## config.mk

```make
export PLATFORM = sky130hd
export DESIGN_NAME = sobel_ctrl
export DESIGN_NICKNAME = d
export VERILOG_FILES = /design/src/rtl/core/sobel_pkg.sv /design/src/rtl/core/sobel_ctrl.sv
export SDC_FILE = /design/constraint.sdc
export NUM_CORES = 1
export LEC_CHECK = 0
export BUFFER_PORTS_ARGS = -buffer_cell sky130_fd_sc_hd__buf_2
export CORE_AREA = 2 2 39 41
export CTS_CLUSTER_DIAMETER = 50
export DETAILED_ROUTE_END_ITERATION = 8
export DIE_AREA = 0 0 41 43
export PLACE_DENSITY_LB_ADDON = 0.2
export RECOVER_POWER = 100
export SLEW_MARGIN = 20
export SYNTH_ARGS = -nofsm -noshare
export SYNTH_HDL_FRONTEND = slang
export SYNTH_SLANG_ARGS = --single-unit
```

## constraint.sdc

```tcl
create_clock -name clk -period 1.71 [get_ports clk]
set_clock_uncertainty 0.1 [all_clocks]
set_input_delay 0.171 -clock clk [delete_from_list [all_inputs] [get_ports clk]]
set_output_delay 0.171 -clock clk [all_outputs]
set_load 0.02 [all_outputs]
```

## src/rtl/core/sobel_pkg.sv

```systemverilog
// ----------------------------------------------------------------------------
// sobel_pkg: shared types and constants of the Sobel edge magnitude block
// Holds register indexes, mode codes, the controller state type and the
// command/status structs between controller and datapath.
// ----------------------------------------------------------------------------
package sobel_pkg;

  // default line store depth
  localparam int SOBEL_MAX_WIDTH = 1024;

  // fixed geometry and field widths
  localparam int MAX_HEIGHT = 4096;
  localparam int HW         = 13;   // effective height width
  localparam int RW         = 12;   // row counter width
  localparam int COL_W      = 10;   // out_col width
  localparam int CFG_W      = 13;   // widest register
  localparam int IDX_W      = 2;

  // square root datapath widths
  localparam int GRAD_W = 10;
  localparam int SQ_W   = 21;
  localparam int RT_W   = 22;
  localparam int RT_STEPS = 11;

  localparam logic [7:0] SAT_MAX = 8'd255;

  // register indexes
  localparam logic [IDX_W-1:0] REG_EDGE_MODE    = 2'd0;
  localparam logic [IDX_W-1:0] REG_IMAGE_WIDTH  = 2'd1;
  localparam logic [IDX_W-1:0] REG_IMAGE_HEIGHT = 2'd2;

  // edge mode codes
  localparam logic [1:0] MODE_MAG = 2'd0;
  localparam logic [1:0] MODE_H   = 2'd1;
  localparam logic [1:0] MODE_V   = 2'd2;

  typedef enum logic [2:0] {
    ST_IDLE,
    ST_READ,
    ST_SQH,
    ST_SQV,
    ST_ROOT,
    ST_EMIT
  } sobel_state_t;

  typedef struct packed {
    logic accept;
    logic grad;
    logic sq_h;
    logic sq_v;
    logic root_step;
    logic emit;
  } sobel_cmd_t;

  typedef struct packed {
    logic interior;
    logic mag_mode;
    logic root_last;
    logic out_free;
  } sobel_status_t;

endpackage

```

## src/rtl/core/sobel_ctrl.sv

```systemverilog
// ----------------------------------------------------------------------------
// sobel_ctrl: sequencer of the Sobel edge magnitude block
// Read, gradient, then for interior pixels squares, root (magnitude) and emit.
// ----------------------------------------------------------------------------
module sobel_ctrl import sobel_pkg::*; (
  input  logic          clk,
  input  logic          rst,
  input  logic          in_valid,
  output logic          in_stall,
  input  sobel_status_t status,
  output sobel_cmd_t    cmd
);

  sobel_state_t state, state_next;

  // state register
  always_ff @(posedge clk) begin
    if (rst) begin
      state <= ST_IDLE;
    end else begin
      state <= state_next;
    end
  end

  // next state and commands
  always_comb begin
    state_next = state;
    cmd        = '0;
    in_stall   = 1'b1;
    case (state)
      ST_IDLE: begin
        in_stall = 1'b0;
        if (in_valid) begin
          cmd.accept = 1'b1;
          state_next = ST_READ;
        end
      end
      ST_READ: begin
        cmd.grad = 1'b1;
        if (!status.interior) begin
          state_next = ST_IDLE;
        end else if (status.mag_mode) begin
          state_next = ST_SQH;
        end else begin
          state_next = ST_EMIT;
        end
      end
      ST_SQH: begin
        cmd.sq_h   = 1'b1;
        state_next = ST_SQV;
      end
      ST_SQV: begin
        cmd.sq_v   = 1'b1;
        state_next = ST_ROOT;
      end
      ST_ROOT: begin
        cmd.root_step = 1'b1;
        if (status.root_last) begin
          state_next = ST_EMIT;
        end
      end
      ST_EMIT: begin
        if (status.out_free) begin
          cmd.emit   = 1'b1;
          state_next = ST_IDLE;
        end
      end
      default: begin
        state_next = ST_IDLE;
      end
    endcase
  end

endmodule

```

# [Word-level counts from Yosys, hierarchy flattened]
# Cells that the tools add are included.
[word_totals] regBits=3 latch_bits=0 ram_bits=0 mem_bits_ro=0 inputBits=7 out_inout_bits=7 n_memories=0
[classes] addsub=0 multipliers=0 n_div=0 n_lt_le_gt_ge=0 n_eq_ne=8 shift=0 mux=15 bitwise=0 reduce_logical=2
[ops] operator="case mux 3 bit (6 select lines)" n=1
[ops] operator="two-way mux 3 bit" n=5
[ops] operator="two-way mux 1 bit" n=9
[ops] operator="equality test 3 x 2 -> 1 bit (second input constant)" n=2
[ops] operator="equality test 3 bit (second input constant)" n=2
[ops] operator="!= test 2 bit (second input constant)" n=3
[ops] operator="equality test 3 x 1 -> 1 bit (second input constant)" n=1
[ops] operator="logical NOT 3 bit" n=1
[ops] operator="AND reduction 3 bit" n=1

# [Depth between registers and ports, before layout]
[logic_depth] ltp_word=3 mapped_depth=4

# [Worst setup path after synthesis]
# Ideal clock, no wire load.
[synth_path] kind="register to output" from="reg state[0]" to="out cmd[5] (netlist bit)" arrival_time_ns=1.224 slack_ns=0.215 path_stages_with_launch=4 cell_sequence="dfxtp_1 -> buf_2 -> or3_1 -> nor2_1"
[synth_rtl] item="start: declaration" line_no="sobel_ctrl.sv:14" source="sobel_state_t state, state_next;"
[synth_rtl] item="start signal: assignment" line_no="sobel_ctrl.sv:21" source="state <= state_next;"
[synth_rtl] item="end: declaration" line_no="sobel_ctrl.sv:11" source="output sobel_cmd_t cmd"

==> results.py <==
metrics = {
    "synthesis": {
        "synth_mux_area_frac": 0,
        "synth_simple_gate_area_frac": 0.449,
        "ys_warn_count": 0,
        "syn_area_per_cell_um2": 7.51,
        "synth.distinct_cells": 19,
        "synth_top_family_by_area": "simple AND/OR/NAND/NOR gates",
        "yosys_register_bits": 3,
        "netlist_area_um2": 248,
        "synth_nets": 40,
        "synth_xor_area_frac": 0,
        "synth_compound_area_frac": 0.207,
        "synth-seq-area-share": 0.242,
        "synth_adder_area_share": 0,
        "synth_cells": 33,
    },
    "timing": {
        "rsz0062_at_grt": "false",
        "finalMaxSlewViolations": 0,
        "setup_viol": 0,
        "hold_slack_ps": 30.8,
        "fmax_mhz": 626,
        "finalHoldViolations": 0,
        "worst-slew-pin-transition_ps": 338,
        "fin_crit_sh": 0.934,
        "relSlewSlack": 0.774,
        "period_minus_slack_ps": 1600,
        "setup_tns_ps": 0,
    },
    "setup_path": {
        "start_kind": "register",
        "r2r_start": "state[2]",
        "crit_fanout": 12,
        "setup.worst_path.end": "cmd[5]",
        "endpoint_kind": "output port",
        "rrSetupSlack_ps": 430,
        "worstSetupPathType": "reg2out",
        "rr_endpoint": "state[0]",
        "cp-startpoint": "state[1]",
        "crit_required_ps": 1440,
        "cp.arrival_ps": 1330,
        "reg2reg_depth": 3,
    },
    "placed_design": {
        "port_buffers": 13,
        "placed_cells": 59,
        "place_area_um2": 312,
        "routabilityCongestion": 0.660,
        "dpl.hpwl_um": 437,
    },
    "final_layout": {
        "multi_input_area_um2": 163,
        "regArea_um2": 60.1,
        "drive_gt1_frac": 0.255,
        "nNetsFinal": 55,
        "top_regs": "state: 3 flops",
        "n_fill_cell": 164,
        "insertedDiodeCount": 0,
        "area_delta_synth_final_pct": 34.3,
        "stdcell_count": 63,
        "top_register": "state",
        "design_area_um2": 333,
        "largest_register_ffs": 3,
    },
    "floorplan": {
        "dieHeight_um": 43,
        "die-width_um": 41,
        "dieArea_um2": 1760,
        "initial_core_util": 0.179,
        "ios": 14,
        "rows": 14,
        "core_um2": 1380,
    },
    "global_route": {
        "gr-usage-met2": 0.103,
        "gr-total-overflow": 0,
        "antenna_found_initial": 0,
        "grt.total_usage": 0.0943,
        "grt_max_degree": 13,
        "grt_pass1_wl_um": 1100,
        "grt.met1_usage": 0.138,
        "use_met3": 0.0314,
        "grt_pass1_vias": 256,
        "top_usage_layer": "met1",
    },
    "min_path": {
        "hp-class": "in2reg",
        "hold_depth": 2,
    },
    "clock_tree": {
        "clkLatencyLatePin_ps": 240,
        "tritoncts": "done",
        "ctsResizeCount": 0,
        "htreeDepth": 1,
        "cts_sinks": 3,
        "post_cts_buffers": 0,
        "ctsLongestPathBuffers": 2,
        "numCtsBuffers": 3,
        "holdBufCountCts": 0,
        "cts_root_buf": "clkbuf_4",
        "path_clk_slew_ps": 40,
    },
    "route": {
        "antenna_left": 0,
        "viasPerCell": 4.35,
        "drt-wirelength-per-cell_um": 9.67,
        "drtIter0Drc": 0,
        "finalWirelength_um": 609,
        "vias": 274,
        "dr.pass1.iters": 1,
        "drc": 0,
    },
    "run": {
        "drv_cap": 0,
    },
    "power": {
        "p_per_area_nw_per_um2": 1010,
        "peakVddDrop_mv": 0.304,
        "leakage_nw": 0.148,
    },
    "status": {
        "status": "finished clean",
    },
}
[cells by family (layout without fill, tap and decap cells)]
group           Yosys count  after routing
compound gates            8              8
buf+inv                   4             18
flops                     3              3
simple gates             18             18
[layer usage]
metal / vias up / wire length [um]
met4: 0 / 0
met5: - / 0
met3: 0 / 50
li1: 143 / -
met1: 119 / 292
met2: 12 / 266
[where the power goes]
| part | switching (W) | internal (W) |
|---|---|---|
| clock | 0.0000435 | 0.0000879 |
| sequential | 0.0000201 | 0.0000791 |
| combinational | 0.0000593 | 0.0000464 |
| total | 0.000123 | 0.000213 |
[final cells by class]
type,count,share of cell area
Clock buffer,4,0.0789
Inverter,1,0.0113
Multi-Input combinational cell,26,0.489
Sequential cell,3,0.180
Tap cell,16,0.0602
Timing Repair Buffer,13,0.180
[how the worst min path moves through the flow]
stage                     from        to  slack [ps]
after CTS                  rst  state[2]          20
final                      rst  state[2]          30
after floorplan            rst  state[1]         140
after global placement     rst  state[2]         280
after detailed placement   rst  state[2]         280
after global routing       rst  state[2]          30
[through the flow]
step           total power, W  setup WS [ps]  utilization
6_report             0.000336            113        0.241
5_1_grt              0.000368           3.88        0.241
4_1_cts              0.000346           97.9        0.244
3_5_place_dp         0.000209            356        0.225
3_3_place_gp         0.000211            355        0.225
2_1_floorplan        0.000183            215            -
[Yosys cell counts (all sizes together)]
library cell | count | area share
dfxtp | 3 | 0.24
or3 | 1 | 0.025
or3b | 1 | 0.035
and4b | 1 | 0.040
a31oi | 2 | 0.050
and2 | 1 | 0.025
o21a | 1 | 0.030
nor2 | 5 | 0.076
buf | 3 | 0.086
inv | 1 | 0.015
nand2b | 3 | 0.076
a2bb2oi | 1 | 0.035
a211oi | 1 | 0.030
nor3b | 3 | 0.091
a21oi | 2 | 0.040
or2b | 1 | 0.030
nor2b | 2 | 0.050
o21ai | 1 | 0.020
[critical path, cell delays in order (launching register included)]
cell	delay (ps)
dfxtp_1	400
or3_1	440
nor2_1	90
buf_2	160
[layout by cell type (no fill, tap or decap)]
master	count
or3b_1	1
nor3b_1	3
nor2_1	5
and4b_1	1
buf_2	7
and2_1	1
nor2b_1	2
o21a_1	1
a211oi_1	1
or3_1	1
inv_1	1
a21oi_1	2
clkbuf_4	3
o21ai_0	1
clkbuf_1	5
a31oi_1	2
or2b_1	1
clkbuf_2	2
dfxtp_1	3
nand2b_1	3
a2bb2oi_1	1
No activity file was read; power rests on OpenSTA's default activity.
